[src/knt_pkg.sv]
// knt_pkg: shared types, constants and the knight move table for the knight's
// tour counter. No dependencies; imported by all but knt_stream_if and knt_ram.
package knt_pkg;

    localparam int COORD_W    = 4;   // start_row / start_col and board coordinates
    localparam int DIM_W      = 5;   // board dimension after clamping, 1..15
    localparam int NEXT_W     = 4;   // next move to try, 0..8
    localparam int COUNT_W    = 32;
    localparam int CFG_IDX_W  = 1;
    localparam int CFG_DATA_W = 4;

    localparam logic [NEXT_W-1:0]  NUM_MOVES = 4'd8;
    localparam logic [COUNT_W-1:0] COUNT_MAX = '1;

    // configuration register indexes
    localparam logic [CFG_IDX_W-1:0] CFG_BOARD_ROWS = 1'b0;
    localparam logic [CFG_IDX_W-1:0] CFG_BOARD_COLS = 1'b1;

    // knight moves in search order, row and column offsets
    localparam logic signed [2:0] MOVE_DR [8] =
        '{-3'sd2, -3'sd1, 3'sd1, 3'sd2, 3'sd2, 3'sd1, -3'sd1, -3'sd2};
    localparam logic signed [2:0] MOVE_DC [8] =
        '{3'sd1, 3'sd2, 3'sd2, 3'sd1, -3'sd1, -3'sd2, -3'sd2, -3'sd1};

    typedef struct packed {
        logic [COORD_W-1:0] start_row;
        logic [COORD_W-1:0] start_col;
    } knt_in_t;

    typedef struct packed {
        logic [COUNT_W-1:0] tour_count;
        logic               count_saturated;
        logic               start_invalid;
    } knt_out_t;

    // one level of the search path
    typedef struct packed {
        logic [COORD_W-1:0] row;
        logic [COORD_W-1:0] col;
        logic [NEXT_W-1:0]  next;
    } knt_level_t;

    typedef struct packed {
        logic               start;
        logic [COORD_W-1:0] row;
        logic [COORD_W-1:0] col;
        logic [DIM_W-1:0]   rows;
        logic [DIM_W-1:0]   cols;
    } knt_srch_cmd_t;

    typedef struct packed {
        logic               ready;
        logic               done;
        logic [COUNT_W-1:0] count;
        logic               sat;
    } knt_srch_stat_t;

    typedef enum logic [1:0] {
        TOP_IDLE,
        TOP_SEARCH,
        TOP_DELIVER
    } knt_top_state_t;

    typedef enum logic [2:0] {
        SRCH_CLEAR,
        SRCH_IDLE,
        SRCH_TRY,
        SRCH_CHECK,
        SRCH_RELOAD
    } knt_srch_state_t;

endpackage

[src/knt_stream_if.sv]
// knt_stream_if: valid/ready channel carrying one item of type data_t.
// No dependencies.
interface knt_stream_if #(parameter type data_t = logic);
    logic  valid;
    logic  ready;
    data_t data;

    modport source (output valid, output data, input ready);
    modport sink (input valid, input data, output ready);
endinterface

[src/knt_ram.sv]
// knt_ram: generic memory, one write port and one read port, registered read.
// No dependencies.
module knt_ram #(
    parameter int WIDTH = 8,
    parameter int DEPTH = 64
) (
    input  logic                                   clk,
    input  logic                                   we,
    input  logic [((DEPTH > 1) ? $clog2(DEPTH) : 1)-1:0] waddr,
    input  logic [WIDTH-1:0]                       wdata,
    input  logic                                   re,
    input  logic [((DEPTH > 1) ? $clog2(DEPTH) : 1)-1:0] raddr,
    output logic [WIDTH-1:0]                       rdata
);

    logic [WIDTH-1:0] mem [DEPTH];
    logic [WIDTH-1:0] rdata_reg;

    always_ff @(posedge clk)
    begin
        if (we)
        begin
            mem[waddr] <= wdata;
        end
        if (re)
        begin
            rdata_reg <= mem[raddr];
        end
    end

    assign rdata = rdata_reg;

endmodule

[src/knt_search.sv]
// knt_search: backtracking search sequencer; keeps the visited map and the
// path stack in two knt_ram instances. Depends on knt_pkg and knt_ram.
module knt_search #(
    parameter int MAX_ROWS = 8,
    parameter int MAX_COLS = 8
) (
    input  logic                   clk,
    input  logic                   rst_n,
    input  knt_pkg::knt_srch_cmd_t cmd,
    output knt_pkg::knt_srch_stat_t stat
);
    import knt_pkg::*;

    localparam int SQUARES = MAX_ROWS * MAX_COLS;
    localparam int SQ_W    = (SQUARES > 1) ? $clog2(SQUARES) : 1;
    localparam int DEPTH_W = $clog2(SQUARES + 1);
    localparam int LVL_W   = $bits(knt_level_t);

    knt_srch_state_t     state_reg, state_next;
    logic [DEPTH_W-1:0]  depth_reg, depth_next;
    logic [COUNT_W-1:0]  tours_reg, tours_next;
    logic                sat_reg, sat_next;
    logic                pend_reg, pend_next;
    logic                done_reg, done_next;
    logic [SQ_W-1:0]     clr_reg, clr_next;
    knt_level_t          top_reg, top_next;
    logic [COORD_W-1:0]  cand_row_reg, cand_row_next;
    logic [COORD_W-1:0]  cand_col_reg, cand_col_next;
    logic [DEPTH_W-1:0]  total_reg, total_next;
    logic [DIM_W-1:0]    rows_reg, rows_next;
    logic [DIM_W-1:0]    cols_reg, cols_next;

    logic                vis_we, vis_re;
    logic [SQ_W-1:0]     vis_waddr, vis_raddr;
    logic [0:0]          vis_wdata, vis_rdata;
    logic                stk_we, stk_re;
    logic [SQ_W-1:0]     stk_waddr, stk_raddr;
    logic [LVL_W-1:0]    stk_wdata, stk_rdata;

    logic [2:0]          mv;
    logic signed [5:0]   nr, nc;
    logic                in_bounds;
    logic                at_full;
    logic [DEPTH_W-1:0]  depth_m1, depth_m2;
    logic [9:0]          area;

    function automatic logic [SQ_W-1:0] sq_addr(input logic [COORD_W-1:0] r,
                                                input logic [COORD_W-1:0] c);
        logic [8:0] lin;
        lin = 9'(r) * 9'(MAX_COLS) + 9'(c);
        return lin[SQ_W-1:0];
    endfunction

    knt_ram #(.WIDTH(1), .DEPTH(SQUARES)) u_visited (
        .clk   (clk),
        .we    (vis_we),
        .waddr (vis_waddr),
        .wdata (vis_wdata),
        .re    (vis_re),
        .raddr (vis_raddr),
        .rdata (vis_rdata)
    );

    knt_ram #(.WIDTH(LVL_W), .DEPTH(SQUARES)) u_stack (
        .clk   (clk),
        .we    (stk_we),
        .waddr (stk_waddr),
        .wdata (stk_wdata),
        .re    (stk_re),
        .raddr (stk_raddr),
        .rdata (stk_rdata)
    );

    assign mv        = top_reg.next[2:0];
    assign nr        = $signed({2'b00, top_reg.row}) + $signed({{3{MOVE_DR[mv][2]}}, MOVE_DR[mv]});
    assign nc        = $signed({2'b00, top_reg.col}) + $signed({{3{MOVE_DC[mv][2]}}, MOVE_DC[mv]});
    assign in_bounds = !nr[5] && (nr[4:0] < rows_reg) && !nc[5] && (nc[4:0] < cols_reg);
    assign at_full   = (depth_reg == total_reg);
    assign depth_m1  = depth_reg - DEPTH_W'(1);
    assign depth_m2  = depth_reg - DEPTH_W'(2);
    assign area      = 10'(cmd.rows) * 10'(cmd.cols);

    always_ff @(posedge clk or negedge rst_n)
    begin
        if (!rst_n)
        begin
            state_reg <= SRCH_CLEAR;
            depth_reg <= '0;
            tours_reg <= '0;
            sat_reg   <= 1'b0;
            pend_reg  <= 1'b0;
            done_reg  <= 1'b0;
            clr_reg   <= '0;
        end
        else
        begin
            state_reg <= state_next;
            depth_reg <= depth_next;
            tours_reg <= tours_next;
            sat_reg   <= sat_next;
            pend_reg  <= pend_next;
            done_reg  <= done_next;
            clr_reg   <= clr_next;
        end
    end

    always_ff @(posedge clk)
    begin
        top_reg      <= top_next;
        cand_row_reg <= cand_row_next;
        cand_col_reg <= cand_col_next;
        total_reg    <= total_next;
        rows_reg     <= rows_next;
        cols_reg     <= cols_next;
    end

    always_comb
    begin
        state_next    = state_reg;
        depth_next    = depth_reg;
        tours_next    = tours_reg;
        sat_next      = sat_reg;
        pend_next     = pend_reg;
        done_next     = 1'b0;
        clr_next      = clr_reg;
        top_next      = top_reg;
        cand_row_next = cand_row_reg;
        cand_col_next = cand_col_reg;
        total_next    = total_reg;
        rows_next     = rows_reg;
        cols_next     = cols_reg;
        vis_we        = 1'b0;
        vis_waddr     = '0;
        vis_wdata     = 1'b0;
        vis_re        = 1'b0;
        vis_raddr     = '0;
        stk_we        = 1'b0;
        stk_waddr     = '0;
        stk_wdata     = top_reg;
        stk_re        = 1'b0;
        stk_raddr     = '0;

        case (state_reg)
            SRCH_CLEAR:
            begin
                vis_we    = 1'b1;
                vis_waddr = clr_reg;
                vis_wdata = 1'b0;
                if (clr_reg == SQ_W'(SQUARES - 1))
                begin
                    state_next = SRCH_IDLE;
                    clr_next   = '0;
                    if (pend_reg)
                    begin
                        done_next = 1'b1;
                        pend_next = 1'b0;
                    end
                end
                else
                begin
                    clr_next = clr_reg + SQ_W'(1);
                end
            end

            SRCH_IDLE:
            begin
                if (cmd.start)
                begin
                    top_next   = '{row: cmd.row, col: cmd.col, next: '0};
                    depth_next = DEPTH_W'(1);
                    tours_next = '0;
                    sat_next   = 1'b0;
                    rows_next  = cmd.rows;
                    cols_next  = cmd.cols;
                    total_next = area[DEPTH_W-1:0];
                    vis_we     = 1'b1;
                    vis_waddr  = sq_addr(cmd.row, cmd.col);
                    vis_wdata  = 1'b1;
                    state_next = SRCH_TRY;
                end
            end

            SRCH_TRY:
            begin
                if (at_full || top_reg.next == NUM_MOVES)
                begin
                    if (at_full && tours_reg == COUNT_MAX - COUNT_W'(1))
                    begin
                        // count pinned: abandon the search and wipe the map
                        tours_next = COUNT_MAX;
                        sat_next   = 1'b1;
                        pend_next  = 1'b1;
                        depth_next = '0;
                        clr_next   = '0;
                        state_next = SRCH_CLEAR;
                    end
                    else
                    begin
                        if (at_full)
                        begin
                            tours_next = tours_reg + COUNT_W'(1);
                        end
                        // backtrack: free this square, pop one level
                        vis_we     = 1'b1;
                        vis_waddr  = sq_addr(top_reg.row, top_reg.col);
                        vis_wdata  = 1'b0;
                        depth_next = depth_m1;
                        if (depth_reg == DEPTH_W'(1))
                        begin
                            done_next  = 1'b1;
                            state_next = SRCH_IDLE;
                        end
                        else
                        begin
                            stk_re     = 1'b1;
                            stk_raddr  = depth_m2[SQ_W-1:0];
                            state_next = SRCH_RELOAD;
                        end
                    end
                end
                else
                begin
                    top_next.next = top_reg.next + NEXT_W'(1);
                    if (in_bounds)
                    begin
                        cand_row_next = nr[COORD_W-1:0];
                        cand_col_next = nc[COORD_W-1:0];
                        vis_re        = 1'b1;
                        vis_raddr     = sq_addr(nr[COORD_W-1:0], nc[COORD_W-1:0]);
                        state_next    = SRCH_CHECK;
                    end
                end
            end

            SRCH_CHECK:
            begin
                if (!vis_rdata[0])
                begin
                    vis_we     = 1'b1;
                    vis_waddr  = sq_addr(cand_row_reg, cand_col_reg);
                    vis_wdata  = 1'b1;
                    stk_we     = 1'b1;
                    stk_waddr  = depth_m1[SQ_W-1:0];
                    stk_wdata  = top_reg;
                    top_next   = '{row: cand_row_reg, col: cand_col_reg, next: '0};
                    depth_next = depth_reg + DEPTH_W'(1);
                end
                state_next = SRCH_TRY;
            end

            SRCH_RELOAD:
            begin
                top_next   = stk_rdata;
                state_next = SRCH_TRY;
            end

            default:
            begin
                state_next = SRCH_CLEAR;
                clr_next   = '0;
            end
        endcase
    end

    assign stat = '{ready: (state_reg == SRCH_IDLE), done: done_reg,
                    count: tours_reg, sat: sat_reg};

endmodule

[src/knight_tour_counter_core.sv]
// knight_tour_counter_core: top level; configuration registers, start check,
// result register and handshakes. Depends on knt_pkg, knt_stream_if, knt_search.
//
//   port      dir  carries
//   in_item   in   start_row, start_col (valid/ready)
//   out_item  out  tour_count, count_saturated, start_invalid (valid/ready)
//   cfg_*     in   board_rows (index 0), board_cols (index 1), write only
//
// an item steps through each knight move tried, a visited-map read for each move that
// lands on the board and a stack read for each backtrack (registered memory reads), then a hand-over
// an off-board start is answered without a search
// reset and a saturated search each run a clearing pass over all MAX_ROWS*MAX_COLS
// squares of the visited map; no item is taken during it
// a finished result waits in the output register while the next item is taken
module knight_tour_counter_core #(
    parameter int MAX_ROWS = 8,
    parameter int MAX_COLS = 8
) (
    input  logic                              clk,
    input  logic                              rst_n,
    knt_stream_if.sink                        in_item,
    knt_stream_if.source                      out_item,
    input  logic                              cfg_we,
    input  logic [knt_pkg::CFG_IDX_W-1:0]     cfg_index,
    input  logic [knt_pkg::CFG_DATA_W-1:0]    cfg_data
);
    import knt_pkg::*;

    knt_top_state_t          state_reg, state_next;
    logic [CFG_DATA_W-1:0]   rows_cfg_reg, rows_cfg_next;
    logic [CFG_DATA_W-1:0]   cols_cfg_reg, cols_cfg_next;
    knt_out_t                pend_reg, pend_next;
    knt_out_t                out_data_reg, out_data_next;
    logic                    out_valid_reg, out_valid_next;

    logic [DIM_W-1:0]        rows_eff, cols_eff;
    logic                    in_fire;
    logic                    start_bad;
    knt_srch_cmd_t           srch_cmd;
    knt_srch_stat_t          srch_stat;

    knt_search #(.MAX_ROWS(MAX_ROWS), .MAX_COLS(MAX_COLS)) u_search (
        .clk   (clk),
        .rst_n (rst_n),
        .cmd   (srch_cmd),
        .stat  (srch_stat)
    );

    // board size clamped to 1..MAX
    always_comb
    begin
        if (rows_cfg_reg == '0)
            rows_eff = DIM_W'(1);
        else if ({1'b0, rows_cfg_reg} > DIM_W'(MAX_ROWS))
            rows_eff = DIM_W'(MAX_ROWS);
        else
            rows_eff = {1'b0, rows_cfg_reg};

        if (cols_cfg_reg == '0)
            cols_eff = DIM_W'(1);
        else if ({1'b0, cols_cfg_reg} > DIM_W'(MAX_COLS))
            cols_eff = DIM_W'(MAX_COLS);
        else
            cols_eff = {1'b0, cols_cfg_reg};
    end

    assign in_item.ready = (state_reg == TOP_IDLE) && srch_stat.ready;
    assign in_fire       = in_item.valid && in_item.ready;
    assign start_bad     = (in_item.data.start_row == '0) ||
                           ({1'b0, in_item.data.start_row} > rows_eff) ||
                           (in_item.data.start_col == '0) ||
                           ({1'b0, in_item.data.start_col} > cols_eff);

    assign out_item.valid = out_valid_reg;
    assign out_item.data  = out_data_reg;

    always_ff @(posedge clk or negedge rst_n)
    begin
        if (!rst_n)
        begin
            state_reg     <= TOP_IDLE;
            rows_cfg_reg  <= CFG_DATA_W'(8);
            cols_cfg_reg  <= CFG_DATA_W'(8);
            out_valid_reg <= 1'b0;
        end
        else
        begin
            state_reg     <= state_next;
            rows_cfg_reg  <= rows_cfg_next;
            cols_cfg_reg  <= cols_cfg_next;
            out_valid_reg <= out_valid_next;
        end
    end

    always_ff @(posedge clk)
    begin
        pend_reg     <= pend_next;
        out_data_reg <= out_data_next;
    end

    always_comb
    begin
        rows_cfg_next = rows_cfg_reg;
        cols_cfg_next = cols_cfg_reg;
        if (cfg_we)
        begin
            case (cfg_index)
                CFG_BOARD_ROWS: rows_cfg_next = cfg_data;
                CFG_BOARD_COLS: cols_cfg_next = cfg_data;
                default:        rows_cfg_next = rows_cfg_reg;
            endcase
        end
    end

    always_comb
    begin
        state_next     = state_reg;
        pend_next      = pend_reg;
        out_data_next  = out_data_reg;
        out_valid_next = out_valid_reg;
        srch_cmd       = '{start: 1'b0,
                           row: in_item.data.start_row - COORD_W'(1),
                           col: in_item.data.start_col - COORD_W'(1),
                           rows: rows_eff, cols: cols_eff};

        if (out_valid_reg && out_item.ready)
        begin
            out_valid_next = 1'b0;
        end

        case (state_reg)
            TOP_IDLE:
            begin
                if (in_fire)
                begin
                    if (start_bad)
                    begin
                        pend_next  = '{tour_count: '0, count_saturated: 1'b0,
                                      start_invalid: 1'b1};
                        state_next = TOP_DELIVER;
                    end
                    else
                    begin
                        srch_cmd.start = 1'b1;
                        state_next     = TOP_SEARCH;
                    end
                end
            end

            TOP_SEARCH:
            begin
                if (srch_stat.done)
                begin
                    pend_next  = '{tour_count: srch_stat.count,
                                  count_saturated: srch_stat.sat,
                                  start_invalid: 1'b0};
                    state_next = TOP_DELIVER;
                end
            end

            TOP_DELIVER:
            begin
                if (!out_valid_reg || out_item.ready)
                begin
                    out_data_next  = pend_reg;
                    out_valid_next = 1'b1;
                    state_next     = TOP_IDLE;
                end
            end

            default:
            begin
                state_next = TOP_IDLE;
            end
        endcase
    end

endmodule

[src/flat_wrapper.sv]
// flat-port wrapper written by rule: the top's interface ports become plain ports
module knight_tour_counter_core_flat import knt_pkg::*;
#(
    parameter int MAX_ROWS = 8,
    parameter int MAX_COLS = 8
)
  (clk, rst_n, cfg_we, cfg_index, cfg_data, in_item_valid, in_item_data, in_item_ready, out_item_valid, out_item_data, out_item_ready);
  knt_stream_if #(.data_t(knt_in_t)) in_item_i ();
  knt_stream_if #(.data_t(knt_out_t)) out_item_i ();
  input  logic clk;
  input  logic rst_n;
  input  logic cfg_we;
  input  logic [knt_pkg::CFG_IDX_W-1:0] cfg_index;
  input  logic [knt_pkg::CFG_DATA_W-1:0] cfg_data;
  input wire logic [$bits(in_item_i.valid)-1:0] in_item_valid;
  input wire logic [$bits(in_item_i.data)-1:0] in_item_data;
  output wire logic [$bits(in_item_i.ready)-1:0] in_item_ready;
  output wire logic [$bits(out_item_i.valid)-1:0] out_item_valid;
  output wire logic [$bits(out_item_i.data)-1:0] out_item_data;
  input wire logic [$bits(out_item_i.ready)-1:0] out_item_ready;
  assign in_item_i.valid = in_item_valid;
  assign in_item_i.data = in_item_data;
  assign in_item_ready = in_item_i.ready;
  assign out_item_valid = out_item_i.valid;
  assign out_item_data = out_item_i.data;
  assign out_item_i.ready = out_item_ready;
  knight_tour_counter_core #(.MAX_ROWS(MAX_ROWS), .MAX_COLS(MAX_COLS)) u_core (.clk(clk), .rst_n(rst_n), .in_item(in_item_i), .out_item(out_item_i), .cfg_we(cfg_we), .cfg_index(cfg_index), .cfg_data(cfg_data));
endmodule
[config.mk]
export PLATFORM = sky130hd
export DESIGN_NAME = knight_tour_counter_core_flat
export DESIGN_NICKNAME = d
export VERILOG_FILES = /design/src/knt_pkg.sv /design/src/knt_stream_if.sv /design/src/knt_ram.sv /design/src/knt_search.sv /design/src/knight_tour_counter_core.sv /design/src/flat_wrapper.sv
export SDC_FILE = /design/constraint.sdc
export NUM_CORES = 1
export LEC_CHECK = 0
export BUFFER_PORTS_ARGS = -buffer_cell sky130_fd_sc_hd__buf_4
export CORE_AREA = 2 2 234 466
export DETAILED_ROUTE_END_ITERATION = 8
export DIE_AREA = 0 0 236 468
export PLACE_DENSITY_LB_ADDON = 0.05
export SYNTH_ARGS = -nofsm -noshare
export SYNTH_HDL_FRONTEND = slang
export SYNTH_HIERARCHICAL = 1
export SYNTH_SLANG_ARGS = --single-unit
[constraint.sdc]
create_clock -name clk -period 16.65 [get_ports clk]
set_clock_uncertainty 0.15 [all_clocks]
set_input_delay 0.8325 -clock clk [delete_from_list [all_inputs] [get_ports clk]]
set_output_delay 0.8325 -clock clk [all_outputs]
set_load 0.05 [all_outputs]
==> run metrics <==
final core utilization=44.5%; slew margin rel.=21.4%; fillcell total=9,337; status=finished clean; Placeable Area=0.107 mm^2; first-pass GRT wire length=167,000 um; PortBufs=53; CTS Hold Buffers Added=0; final worst path period share=about two fifths; fin nets=2,615; Area Overhead vs Synth=12.3%; crit path DAT=7.15 ns; multi-input combinational cell area=0.0116 mm^2; Post-Route WL=114,000 um; Slew Limit Fails=0; initial core utilization=about two fifths; routing usage on met2=42.1%; largest net degree at the start of global routing=140; worst endpoint required time=16.93 ns; # H-tree levels=3; Synth Area per Inst=17.5 um^2; post-synth design cell area=0.0424 mm^2; Synth Instances=around 2,400; Peak VDD IR=91.2 uV; crit end category=flip-flop; Setup violations, final=0; DR iter-0 viols=1,663; GRT Util Overall=approximately a fifth; Ports=54; TritonCTS buffer count=94; Post-synth ARST share=6.13%; Leak Pwr=15.2 nW; R2R setup slack=9.78 ns; Power Dens Cells=144 mW/mm^2; Worst-Skew Late Latency=0.70 ns; GP Congestion=0.869; Biggest register=u_core/u_search/u_stack/mem; Critical Path Fanout Max=68; met3 Use GR=2.50%; Hold WS=0.102 ns; register area=0.0301 mm^2; RSZ-0062 raised after global routing=false; Setup Buffers After CTS=0; min cycle time layout=6.87 ns; CTS max path bufs=3; post-route cell area=0.0477 mm^2; gr ovfl total=0; Synth Warn #=6; WL/cell=~29 um; vias in the first global route=roughly 24,000; Final Hold Vio Count=0; Distinct cells, synth=between 80 and 90; clk slew on worst S/H paths=about 0.07 ns; Detailed Place HPWL=75,100 um; CP Class=reg2reg; area fraction of the dominant cell type after synthesis=67.2%; Total Die Area=between 0.1 and 0.15 mm^2; CTS tree=yes; largest cells by area after synthesis=edfxtp_1 67%, mux4_2 11%, dfrtp_1 3.5%; dpl cell area=0.0447 mm^2; global route hottest layer=met2; synthesis-stage register bit count=between 1,000 and 1,500; Via Count=22,400; FP Rows=170; post-cts resize count=0; sequential share of the synthesized area=70.9%; sum of negative setup slack=0 ns; TritonRoute pass-1 iters=5; initial antenna violation count=3; GRT met1 Usage=21.5%; Die W=between 200 and 250 um; fraction of layout cells with a size suffix above 1=20.9%; Die Y=468 um; CTS sink cnt=1,012; CP Launch Type=flip-flop; hold crit path type=in2async; # DRC=0; largest registers=u_core/u_search/u_stack/mem (768), u_core/u_search/u_visited/mem (64); EDFF count, synth=950; measured slew at the worst slew-check pin=between 1 and 1.5 ns; DR vias/cell=5.61; largest area contributor in the netlist=edfxtp_1; Max-Cap Viols=0; Synth Flop Type=edfxtp_1; max reg flops=768; clock root buffer master=clkbuf_16; post-route ant nets=0; Achievable Freq=0.146 GHz
==> synth_stat cells, drive strengths merged (44+ instances only) <==
library cell,n
mux2i,44
mux4,218
ha,60
nand2,93
inv,65
a21oi,53
and2,57
dfrtp,60
nand3,49
buf,65
clkbuf,61
edfxtp,950
o21ai,55
nor2,211
==> final timing paths <==
path,startpoint,to,cells after the start
worst max-delay path,u_core/u_search/mv[1],u_core/u_search/u_visited/rdata,22
worst min-delay path,rst_n,u_core/u_search/tours_reg[30],1
worst max register to register,u_core/u_search/mv[1],u_core/u_search/u_visited/rdata,22
worst min register to register,u_core/pend_reg[3],u_core/out_item.data[3],0
max in group asynchronous,rst_n,u_core/rows_cfg_reg[1],1
min in group clk,out_item_ready,u_core/out_item.valid,2
==> layout make-up <==
type / instances / area share, %
Sequential cell: 1012 / 63.1
Multi-Input combinational cell: 1230 / 24.4
Clock buffer: 117 / 5.23
Tap cell: 1376 / 3.61
Timing Repair Buffer: 125 / 2.05
Clock inverter: 58 / 1.06
Inverter: 65 / 0.512
Antenna cell: 1 / 0.00525
==> through the flow <==
| stage | total power [mW] | worst slack, ns | instances |
|---|---|---|---|
| CTS | 6.99 | 9.71 | 3983 |
| floorplan | 4.25 | 10.38 | 2433 |
| global route | 7.21 | 9.30 | 3984 |
| finish | 6.88 | 9.78 | 3984 |
| detailed placement | 4.84 | 9.73 | 3808 |
| global placement | 4.81 | 9.79 | 3808 |
==> per-layer routing <==
layer  routed length, um  vias up
met2               66700      489
li1                    -     9808
met4                4590        0
met1               39300    11900
met5                   0        -
met3                3280      163
==> placed cells by master, fill, tap and decap left out, drive strengths merged, types with 11 or more instances in the layout <==
master and count:
xor2 13, inv 68, nor3 25, nand2 93, or2 12, nand3b 15
nor2b 24, buf 125, a211oi 18, o21ai 55, o31ai 11, edfxtp 950
and3 12, mux2i 44, clkbuf 117, and2 57, dfrtp 60, clkinv 45
ha 60, mux4 218, xnor2 27, nand4 27, o221ai 20, a22oi 16
a31oi 16, nor2 211, nand2b 12, o22ai 19, a21oi 53, nand3 49
==> cells by family after synthesis <==
kind of cell | after synthesis | synth area share, %
flops | 1012 | 70.9
simple gates | 571 | 6.84
compound gates | 272 | 4.36
mux | 270 | 12.9
buf+inv | 191 | 2.03
fa+ha+maj | 69 | 2.19
xor+xnor | 40 | 0.825
other cells | 1 | 0.00883
==> worst max-delay path, cell delays in order, from the launching register on <==
cell	delay, ns
edfxtp_1	0.32
buf_4	0.58
inv_1	0.15
ha_1	0.42
ha_1	0.22
inv_1	0.07
fa_1	0.42
inv_1	0.07
a21oi_1	0.06
nor2_1	0.09
nor2_1	0.05
xnor2_1	0.16
ha_1	0.27
a211oi_1	0.21
nand2_1	0.09
a31oi_1	0.15
nand4_1	0.22
nor2_1	0.70
and2_1	0.66
mux4_1	0.64
mux4_2	0.49
or2_0	0.22
a32o_1	0.21
==> where the power goes <==
part / total [mW] / internal, mW / leakage [nW] / switching, mW
Sequential: 3.21 / 3.10 / 9.32 / 0.110
Combinational: 1.54 / 0.525 / 4.41 / 1.01
Clock: 2.13 / 1.18 / 1.47 / 0.956
Note: power is estimated with default switching activity, not from simulation.
